File: src/rtl/core/swis_pkg.sv
// Shared types and constants for the stopwatch interval statistics block.
// Holds event kind codes, field widths and the controller/datapath interface.
// No dependencies.
package swis_pkg;

	// Event kinds carried on the input tuser
	localparam logic [1:0] KIND_START = 2'd0;
	localparam logic [1:0] KIND_STOP  = 2'd1;
	localparam logic [1:0] KIND_CLEAR = 2'd2;

	// Field widths
	localparam int KIND_W  = 2;
	localparam int TS_W    = 32;
	localparam int STAT_W  = 32;
	localparam int MEAN_W  = 40;
	localparam int FRAC_W  = 8;
	localparam int NUM_W   = STAT_W + MEAN_W;
	localparam int OUT_RAW = 2 + 4 * STAT_W + MEAN_W;
	localparam int OUT_W   = ((OUT_RAW + 7) / 8) * 8;

	// Divider: one quotient bit per cycle
	localparam int DIV_STEPS = MEAN_W;
	localparam int DIV_CNT_W = $clog2(DIV_STEPS);

	// Controller to datapath commands
	typedef struct packed {
		logic capture;   // latch the accepted request
		logic exec;      // apply the event to the statistics
		logic mul_lo;    // low word of mean times (n-1)
		logic mul_hi;    // high byte of mean times (n-1)
		logic sum;       // form the numerator, seed the divider
		logic div_step;  // one restoring division step
		logic load_out;  // move the statistics into the output register
	} swis_cmd_t;

	// Datapath to controller status
	typedef struct packed {
		logic stop_go;   // latched event is a stop with an interval open
		logic div_last;  // divider is on its final step
		logic out_free;  // output register can take a new result
	} swis_stat_t;

endpackage

File: src/rtl/core/swis_ctrl.sv
// Sequencer for the stopwatch statistics: accept, apply, mean update, output.
// Depends on swis_pkg for the command and status structs.
module swis_ctrl (
	input  logic                 clk,
	input  logic                 arst_n,
	input  logic                 in_valid,
	output logic                 in_ready,
	input  swis_pkg::swis_stat_t stat,
	output swis_pkg::swis_cmd_t  cmd
);
	import swis_pkg::*;

	localparam logic [2:0] ST_IDLE   = 3'd0;
	localparam logic [2:0] ST_EXEC   = 3'd1;
	localparam logic [2:0] ST_MUL_LO = 3'd2;
	localparam logic [2:0] ST_MUL_HI = 3'd3;
	localparam logic [2:0] ST_SUM    = 3'd4;
	localparam logic [2:0] ST_DIV    = 3'd5;
	localparam logic [2:0] ST_LOAD   = 3'd6;

	logic [2:0] state_q;
	logic [2:0] state_nxt;

	assign in_ready = (state_q == ST_IDLE);

	// Next state and command decode
	always_comb begin
		state_nxt = state_q;
		cmd       = '0;
		case (state_q)
			ST_IDLE: begin
				if (in_valid) begin
					cmd.capture = 1'b1;
					state_nxt   = ST_EXEC;
				end
			end
			ST_EXEC: begin
				cmd.exec  = 1'b1;
				state_nxt = stat.stop_go ? ST_MUL_LO : ST_LOAD;
			end
			ST_MUL_LO: begin
				cmd.mul_lo = 1'b1;
				state_nxt  = ST_MUL_HI;
			end
			ST_MUL_HI: begin
				cmd.mul_hi = 1'b1;
				state_nxt  = ST_SUM;
			end
			ST_SUM: begin
				cmd.sum   = 1'b1;
				state_nxt = ST_DIV;
			end
			ST_DIV: begin
				cmd.div_step = 1'b1;
				if (stat.div_last) begin
					state_nxt = ST_LOAD;
				end
			end
			ST_LOAD: begin
				if (stat.out_free) begin
					cmd.load_out = 1'b1;
					state_nxt    = ST_IDLE;
				end
			end
			default: begin
				state_nxt = ST_IDLE;
			end
		endcase
	end

	always_ff @(posedge clk or negedge arst_n) begin
		if (!arst_n) begin
			state_q <= ST_IDLE;
		end else begin
			state_q <= state_nxt;
		end
	end

endmodule

File: src/rtl/core/swis_dp.sv
// Datapath: statistics registers, 32x32 multiplier, restoring divider, output register.
// Depends on swis_pkg for widths, kind codes and the command and status structs.
module swis_dp (
	input  logic                               clk,
	input  logic                               arst_n,
	input  logic [swis_pkg::KIND_W-1:0]        in_kind,
	input  logic [swis_pkg::TS_W-1:0]          in_ts,
	input  swis_pkg::swis_cmd_t                cmd,
	output swis_pkg::swis_stat_t               stat,
	output logic                               out_valid,
	input  logic                               out_ready,
	output logic [swis_pkg::OUT_W-1:0]         out_data
);
	import swis_pkg::*;

	// Latched request
	logic [KIND_W-1:0]    kind_q;
	logic [TS_W-1:0]      ts_q;

	// Architectural statistics
	logic                 running_q;
	logic [TS_W-1:0]      start_q;
	logic [STAT_W-1:0]    count_q;
	logic [STAT_W-1:0]    last_q;
	logic [STAT_W-1:0]    min_q;
	logic [STAT_W-1:0]    max_q;
	logic [MEAN_W-1:0]    mean_q;
	logic                 accepted_q;

	// Mean update working registers
	logic [STAT_W-1:0]    elapsed_q;
	logic [STAT_W-1:0]    mult_q;
	logic [STAT_W-1:0]    divisor_q;
	logic [2*STAT_W-1:0]  prod_lo_q;
	logic [STAT_W+7:0]    prod_hi_q;
	logic [STAT_W-1:0]    rem_q;
	logic [MEAN_W-1:0]    dvd_q;
	logic [DIV_CNT_W-1:0] div_cnt_q;

	// Output register
	logic                 out_valid_q;
	logic [OUT_W-1:0]     out_data_q;

	logic [STAT_W-1:0]    elapsed;
	logic [NUM_W-1:0]     num;
	logic [STAT_W:0]      trial;
	logic [STAT_W:0]      diff;
	logic                 qbit;

	assign elapsed = ts_q - start_q;

	// Numerator: mean*(n-1) + elapsed*256, below n*2^40 so it fits in 72 bits
	assign num = {{(NUM_W-2*STAT_W){1'b0}}, prod_lo_q}
		+ {prod_hi_q, {STAT_W{1'b0}}}
		+ {{(NUM_W-STAT_W-FRAC_W){1'b0}}, elapsed_q, {FRAC_W{1'b0}}};

	// Restoring division step
	assign trial = {rem_q, dvd_q[MEAN_W-1]};
	assign diff  = trial - {1'b0, divisor_q};
	assign qbit  = (trial >= {1'b0, divisor_q});

	assign stat.stop_go  = (kind_q == KIND_STOP) && running_q;
	assign stat.div_last = (div_cnt_q == DIV_CNT_W'(DIV_STEPS - 1));
	assign stat.out_free = !out_valid_q || out_ready;

	// Request capture
	always_ff @(posedge clk) begin
		if (cmd.capture) begin
			kind_q <= in_kind;
			ts_q   <= in_ts;
		end
	end

	// Event handling and mean write-back
	always_ff @(posedge clk or negedge arst_n) begin
		if (!arst_n) begin
			running_q  <= 1'b0;
			start_q    <= '0;
			count_q    <= '0;
			last_q     <= '0;
			min_q      <= '1;
			max_q      <= '0;
			mean_q     <= '0;
			accepted_q <= 1'b0;
		end else if (cmd.exec) begin
			case (kind_q)
				KIND_START: begin
					if (!running_q) begin
						running_q  <= 1'b1;
						start_q    <= ts_q;
						accepted_q <= 1'b1;
						if (count_q != '1) begin
							count_q <= count_q + 1'b1;
						end
					end else begin
						accepted_q <= 1'b0;
					end
				end
				KIND_STOP: begin
					if (running_q) begin
						running_q  <= 1'b0;
						last_q     <= elapsed;
						accepted_q <= 1'b1;
						if (elapsed < min_q) begin
							min_q <= elapsed;
						end
						if (elapsed > max_q) begin
							max_q <= elapsed;
						end
					end else begin
						accepted_q <= 1'b0;
					end
				end
				KIND_CLEAR: begin
					running_q  <= 1'b0;
					start_q    <= '0;
					count_q    <= '0;
					last_q     <= '0;
					min_q      <= '1;
					max_q      <= '0;
					mean_q     <= '0;
					accepted_q <= 1'b1;
				end
				default: begin
					accepted_q <= 1'b0;
				end
			endcase
		end else if (cmd.div_step && stat.div_last) begin
			mean_q <= {dvd_q[MEAN_W-2:0], qbit};
		end
	end

	// Mean update: operands, multiplies, numerator, divider
	always_ff @(posedge clk) begin
		if (cmd.exec) begin
			elapsed_q <= elapsed;
			mult_q    <= (count_q == '0) ? '0 : count_q - 1'b1;
			divisor_q <= (count_q == '0) ? STAT_W'(1) : count_q;
		end
		if (cmd.mul_lo) begin
			prod_lo_q <= (2*STAT_W)'(mean_q[STAT_W-1:0]) * (2*STAT_W)'(mult_q);
		end
		if (cmd.mul_hi) begin
			prod_hi_q <= (STAT_W+8)'(mean_q[MEAN_W-1:STAT_W]) * (STAT_W+8)'(mult_q);
		end
		if (cmd.sum) begin
			// upper numerator bits are below the divisor, so they seed the remainder
			rem_q     <= num[NUM_W-1:MEAN_W];
			dvd_q     <= num[MEAN_W-1:0];
			div_cnt_q <= '0;
		end else if (cmd.div_step) begin
			rem_q     <= qbit ? diff[STAT_W-1:0] : trial[STAT_W-1:0];
			dvd_q     <= {dvd_q[MEAN_W-2:0], qbit};
			div_cnt_q <= div_cnt_q + 1'b1;
		end
	end

	// Output register valid
	always_ff @(posedge clk or negedge arst_n) begin
		if (!arst_n) begin
			out_valid_q <= 1'b0;
		end else if (cmd.load_out) begin
			out_valid_q <= 1'b1;
		end else if (out_ready) begin
			out_valid_q <= 1'b0;
		end
	end

	// Output payload
	always_ff @(posedge clk) begin
		if (cmd.load_out) begin
			out_data_q <= {{(OUT_W-OUT_RAW){1'b0}}, mean_q, max_q, min_q, last_q,
				count_q, running_q, accepted_q};
		end
	end

	assign out_valid = out_valid_q;
	assign out_data  = out_data_q;

endmodule

File: src/rtl/core/stopwatch_interval_statistics.sv
// Stopwatch interval statistics: measures start/stop intervals, keeps last/min/max/mean.
// Top level; instantiates swis_ctrl and swis_dp, uses swis_pkg.
//
// Input stream: one request per event. tuser holds the kind (start, stop, clear),
// tdata the 32-bit microsecond timestamp. Output stream: one result per request
// with the accept flag, the measuring flag and all statistics.
// Sequence: start, clear, unused kinds and ignored stops are applied and then loaded
// into the output register; an accepted stop is applied, then goes through the low and
// high multiplies, the numerator add, 40 steps of the bit-serial divider that updates
// the 32.8 mean, and the output load, which waits until the output register is free.
// Throughput: one request at a time; s_axis_tready rises again at the edge that
// loads the result into the output register.
// The next request is taken while the previous result waits in the output register.
// Reset: all statistics return to their clear values (minimum all ones), no
// interval is open and the output register is empty.
// Stall: a held result keeps m_axis_tdata stable; a following result waits in
// the block, and the input stops taking requests until the output drains.
module stopwatch_interval_statistics (
	input  logic                         clk,
	input  logic                         arst_n,
	input  logic                         s_axis_tvalid,
	output logic                         s_axis_tready,
	// [31:0] timestamp_us
	input  logic [swis_pkg::TS_W-1:0]    s_axis_tdata,
	// [1:0] kind
	input  logic [swis_pkg::KIND_W-1:0]  s_axis_tuser,
	output logic                         m_axis_tvalid,
	input  logic                         m_axis_tready,
	// [0] accepted, [1] measuring, [33:2] interval_count, [65:34] last_interval,
	// [97:66] min_interval, [129:98] max_interval, [169:130] mean_interval, rest zero
	output logic [swis_pkg::OUT_W-1:0]   m_axis_tdata
);
	import swis_pkg::*;

	swis_cmd_t  cmd;
	swis_stat_t stat;

	// Sequencer
	swis_ctrl u_ctrl (
		.clk      (clk),
		.arst_n   (arst_n),
		.in_valid (s_axis_tvalid),
		.in_ready (s_axis_tready),
		.stat     (stat),
		.cmd      (cmd)
	);

	// Statistics datapath
	swis_dp u_dp (
		.clk       (clk),
		.arst_n    (arst_n),
		.in_kind   (s_axis_tuser),
		.in_ts     (s_axis_tdata),
		.cmd       (cmd),
		.stat      (stat),
		.out_valid (m_axis_tvalid),
		.out_ready (m_axis_tready),
		.out_data  (m_axis_tdata)
	);

endmodule

File: config.mk
export PLATFORM = sky130hd
export DESIGN_NAME = stopwatch_interval_statistics
export DESIGN_NICKNAME = d
export VERILOG_FILES = /design/src/rtl/core/swis_pkg.sv /design/src/rtl/core/swis_ctrl.sv /design/src/rtl/core/swis_dp.sv /design/src/rtl/core/stopwatch_interval_statistics.sv
export SDC_FILE = /design/constraint.sdc
export NUM_CORES = 2
export LEC_CHECK = 0
export BUFFER_PORTS_ARGS = -buffer_cell sky130_fd_sc_hd__buf_2
export CAP_MARGIN = 15
export CORE_MARGIN = 4
export CORE_UTILIZATION = 55
export DETAILED_ROUTE_END_ITERATION = 6
export GPL_ROUTABILITY_DRIVEN = 0
export HOLD_SLACK_MARGIN = 0.06
export PLACE_DENSITY = 0.78
export SETUP_SLACK_MARGIN = 0.05
export SYNTH_ARGS = -nofsm -noshare
export SYNTH_HDL_FRONTEND = slang
export SYNTH_SLANG_ARGS = --single-unit
File: constraint.sdc
create_clock -name clk -period 11.86 [get_ports clk]
set_input_delay 0.593 -clock clk [delete_from_list [all_inputs] [get_ports clk]]
set_output_delay 0.593 -clock clk [all_outputs]
set_load 0.02 [all_outputs]
; ---- After elaboration in Yosys (flattened, before gate mapping)
; Index checks and enable logic that the tools add are counted.
[word_totals]
input_bits = 38
register_bits = 688
[op_classes]
eq_ne = 19
n_addsub = 7
order_cmp = 3
reduce_logical = 22
multipliers = 2
n_mux = 41
[ops]
columns = op, count
row1 = $mux 32, 11
row2 = $pmux 32 s2, 5
row3 = $mux 40, 5
row4 = $add 64x72->72, 1
row5 = $add 72x40->72, 1
row6 = $mul 32x32->64, 1
row7 = $sub 32x32->32, 2
row8 = $mul 8x32->40, 1
row9 = $ge 33x32->1, 1
row10 = $add 32x1->32 const B, 1
row11 = $gt 32x32->1, 1
row12 = $logic_not 32->1, 1
row13 = $lt 32x32->1, 1
row14 = $ne 32x32->1 const B, 1
row15 = $sub 32x1->32 const B, 1
row16 = $pmux 3 s7, 1
row17 = $mux 1, 13
row18 = $mux 3, 4
row19 = $reduce_and 4->1, 3
row20 = $reduce_bool 2->1, 6
row21 = $ne 2x2->1 const B, 5
row22 = $eq 3x3->1 const B, 3
row23 = $reduce_and 3->1, 3
row24 = $ne 2x1->1 const B, 4
row25 = 15 further kinds, 18

; ---- Logic depth before layout (Yosys ltp)
[logic_depth]
depth_word = 5
ltp_mapped = 30

; ---- Cells and area by module
; A second synthesis with hierarchy kept.
[unflattened]
hier_cells = 7499
area_unflattened_um2 = 75287.2
[by_module_without_submodules]
columns = mod, area_per_inst_um2, instances, cells_each
row1 = swis_dp, 75043.2, 1, 7473
row2 = swis_ctrl, 244.0, 1, 26

; ---- Least setup slack after synthesis
; Ideal clock, no wire load.
[synth_timing]
path_kind = input -> register
start = in m_axis_tready
end = reg u_dp.out_data_q[0] (netlist: u_dp.out_data[0]), enable pin
required_ns = 11.158
slack_ns = 3.307
arrival_ns = 7.850
setup_time_ns = 0.702
path_stages = 3
cell_sequence = nand2b_1 -> nand2_1 -> nor2_1
[synth_lines]
columns = element, line
row1 = start: declaration, stopwatch_interval_statistics.sv:28  ; input logic m_axis_tready,
row2 = end signal: assignment, swis_dp.sv:172  ; out_data_q <= {{(OUT_W-OUT_RAW){1'b0}}, mean_q, max_q, min_q, last_q,
row3 = end: declaration, swis_dp.sv:42  ; logic [OUT_W-1:0] out_data_q;

; ---- Worst setup path in the final report
[layout_timing]
start = reg u_dp.mean_q[25]
end = reg u_dp.prod_lo_q[58], data pin
[layout_between]
elab_chain_len = 1
[layout_lines]
columns = element, line
row1 = start: declaration, swis_dp.sv:27  ; logic [MEAN_W-1:0] mean_q;
row2 = start signal: assignment, swis_dp.sv:129  ; mean_q <= {dvd_q[MEAN_W-2:0], qbit};
row3 = $mul 32x32->64, swis_dp.sv:141  ; prod_lo_q <= (2*STAT_W)'(mean_q[STAT_W-1:0]) * (2*STAT_W)'(mult_q);
row4 = end signal: assignment, swis_dp.sv:141
row5 = end: declaration, swis_dp.sv:34  ; logic [2*STAT_W-1:0] prod_lo_q;
; No other way between the ends.
; A chain may end at the register's enable or synchronous reset.

==> results.md <==
- H-tree depth: 3
- Synth Register Bits: 688
- GRT Resource Usage Total: 28.7%
- Vias: 55200
- Period utilisation layout: 72.4%
- Asr flop ratio synth: 29.9%
- DIE WIDTH: 377 um
- Top-area cell type share of the netlist area: 29.0%
- TritonCTS buffer count: 76
- Syn Inst Count: 7529
- Starting density of the core: 55.3%
- Critical path class: reg2reg
- Clk_skew: 0.0398 ns
- Yosys warns: 0
- Least-Margin Pin Slew: 1.13 ns
- Residual DRC: 0
- Remaining global-route overflow: 0
- Core ar.: 0.135 mm2
- Top cells by area, synth: fa_1 (29%), edfxtp_1 (19%), ha_1 (9.4%)
- Post-Layout Cell Count: 9332
- Layout cells sized above 1: 7.26%
- Synth Flop Type: edfxtp_1
- Dpl cell area: 0.0773 mm2
- Capture point of the worst reg-to-reg path: u_dp.prod_lo_q[58]
- Worst R2R Start: u_dp.mean_q[25]
- Die height: 377 um
- Reg2Reg Setup Slack: 3.27 ns
- Endpoints failing setup: 0
- Dpl hpwl: 151000 um
- Root Driver: clkbuf_16
- Endpoints failing hold: 0
- Max Root-Sink Buffers: 3
- Post-synth EDFFs: 476
- Synth unique cells: 95
- Largest net degree at the start of global routing: 123
- CP Launch Point: u_dp.mean_q[25]
- Synth area leader: fa_1
- Synthesized area per cell: 9.95 um2
- RSZ-0062 raised after global routing: no
- Setup crit start kind: flip-flop
- Port Buf Inserts: 209
- CTS tree: yes
- Design area: 0.0801 mm2
- Setup TNS: 0 ns
- Vias in the first global route: 57800
- Synth Cell Area: 0.0749 mm2
- Die area: 0.142 mm2
- Post-route ant nets: 0
- Final min period: 8.59 ns
- Final Power: 9.85 mW
- Layout net count: 9170
- Final Util: 59.1%
- Pins Over Slew Limit: 0
- First drt pass iteration count: 6
- Cells on worst reg2reg path: 25
- Status: finished, final reports clean
- CP Max Fanout: 23
- # rows: 135
- Clock Sinks: 688
- CP endpoint kind: flip-flop
- End of the critical path: u_dp.prod_lo_q[58]
- Commonest cells in the netlist: inv_1 (1184), fa_1 (1087), nand2_1 (947)
- DR iter-0 viols: 5130
- Max-cap violations: 0
- Setup ws final: 3.27 ns
- Global-route wire length before repair: 322000 um
- Worst EP required: 12.26 ns
- Power Dens Cells: 123 mW/mm2
- CTS clk-pin slew, worst paths: 0.07 ns
- Peak supply drop: 0.167 mV
- CP Data Arrival Time: 8.99 ns
- Vias per inst: 5.92
- Drt total wl: 201000 um
- Setup Buffers After CTS: 0
- Skew-Pair Late Insertion Delay: 0.69 ns
- Sequential area share after synthesis: 26.2%
- Area delta synth->final: 6.91%
- Fill cells: 10900
- Relative slew slack: 23.8%
- Dpl cells: 9181
- Max Freq: 0.116 GHz
- IO Pins: 216
- WL/cell: 21.6 um
- Hold Path Class: in2reg
- Hold WS: 0.0838 ns
- Most common cell in the synthesized netlist: inv_1
- Leak: 37.4 nW
- Post-Place Setup Slack: 3.49 ns
- Initial antenna violation count: 9
==> timing repair <==
item                      4_1_cts  5_1_grt
gates resized for setup         0        0
hold buffers                    5        0
hold endpoints to repair       74        0
==> per-layer routing <==
layer  track usage (%)  vias up  part of all wire (%)
met5                 0        -                 0.023
li1                  -    24000                     -
met2              46.0     2838                    46
met4              10.4        6                   4.2
met3              5.82      521                    10
met1              39.1    27900                    40
==> state kept, by name (all words and copies together), names as in the netlist, 2 cells and up <==
signal / count
u_dp.max_q: 32
u_dp.out_data: 170
u_dp.mult_q: 32
u_dp.kind_q: 2
u_dp.start_q: 32
u_dp.rem_q: 32
u_dp.div_cnt_q: 6
u_dp.ts_q: 32
u_dp.last_q: 32
u_dp.elapsed_q: 32
u_dp.count_q: 32
u_dp.prod_lo_q: 64
u_dp.divisor_q: 32
u_ctrl.state_q: 3
u_dp.min_q: 32
u_dp.prod_hi_q: 40
u_dp.dvd_q: 40
u_dp.mean_q: 40
==> kinds of logic (layout without fill, tap and decap cells) <==
| kind of cell | count (synthesis) | after routing | synth area share, % |
|---|---|---|---|
| adder cells (fa/ha/maj) | 1648 | 1648 | 38.4 |
| flip-flops | 688 | 688 | 26.2 |
| buffers and inverters | 1628 | 1642 | 8.26 |
| AND/OR/NAND/NOR | 2310 | 2310 | 15.3 |
| other | 1 | 9 | 0.00500 |
| AO/OA/AOI/OAI | 982 | 982 | 8.58 |
| XOR/XNOR | 245 | 245 | 2.86 |
| multiplexers | 27 | 27 | 0.397 |
==> cell usage in the layout (no fill, tap or decap), drive strengths merged, types with 142 or more instances in the layout <==
| master | instances |
|---|---|
| inv | 1195 |
| and2 | 720 |
| buf | 309 |
| dfrtp | 174 |
| nand2 | 948 |
| ha | 561 |
| fa | 1087 |
| nor2 | 219 |
| xnor2 | 146 |
| edfxtp | 476 |
| a21oi | 274 |
| o21ai | 221 |
| a21o | 142 |
==> critical path: stages (launching register included) <==
cell and delay (ns):
dfrtp_1 0.64, buf_4 0.43, and2_1 0.21, fa_1 0.46
fa_1 0.55, inv_1 0.07, fa_1 0.50, fa_1 0.51
inv_1 0.05, fa_1 0.57, fa_1 0.44, fa_1 0.52
inv_1 0.06, fa_1 0.48, inv_1 0.06, ha_1 0.41
nand2_1 0.16, nor4_1 0.47, nand3_1 0.15, a211oi_1 0.36
nor3_2 0.14, o21ai_1 0.31, a31oi_1 0.20, o21ai_1 0.27
a21oi_1 0.12, xnor2_1 0.14
==> layout make-up <==
cell class,count,area [um2],share of cell area [%]
multi-input combinational,5218,49200,61.4
sequential,688,19600,24.5
inverter,1186,4450,5.56
tap,1781,2230,2.78
clock buffer,95,2140,2.67
timing repair buffer,314,1880,2.35
clock inverter,47,564,0.704
antenna,3,7.51,0.00937
==> worst min path at each step <==
stage	startpoint	to	cells past startpoint
2_1_floorplan	arst_n	u_ctrl.state_q[0]	0
3_3_place_gp	u_dp.last_q[4]	u_dp.out_data[38]	0
3_5_place_dp	u_dp.last_q[11]	u_dp.out_data[45]	0
4_1_cts	s_axis_tdata[22]	u_dp.ts_q[22]	1
5_1_grt	s_axis_tdata[17]	u_dp.ts_q[17]	1
6_report	s_axis_tdata[22]	u_dp.ts_q[22]	1
==> report_power, final <==
group / leakage, nW / switching (mW) / internal (mW) / total (mW)
sequential: 7.21 / 0.337 / 3.29 / 3.62
combinational: 28.9 / 2.37 / 1.30 / 3.66
clock: 1.32 / 1.09 / 1.46 / 2.56
total: 37.4 / 3.80 / 6.05 / 9.85
Note: power is estimated with default switching activity, not from simulation.
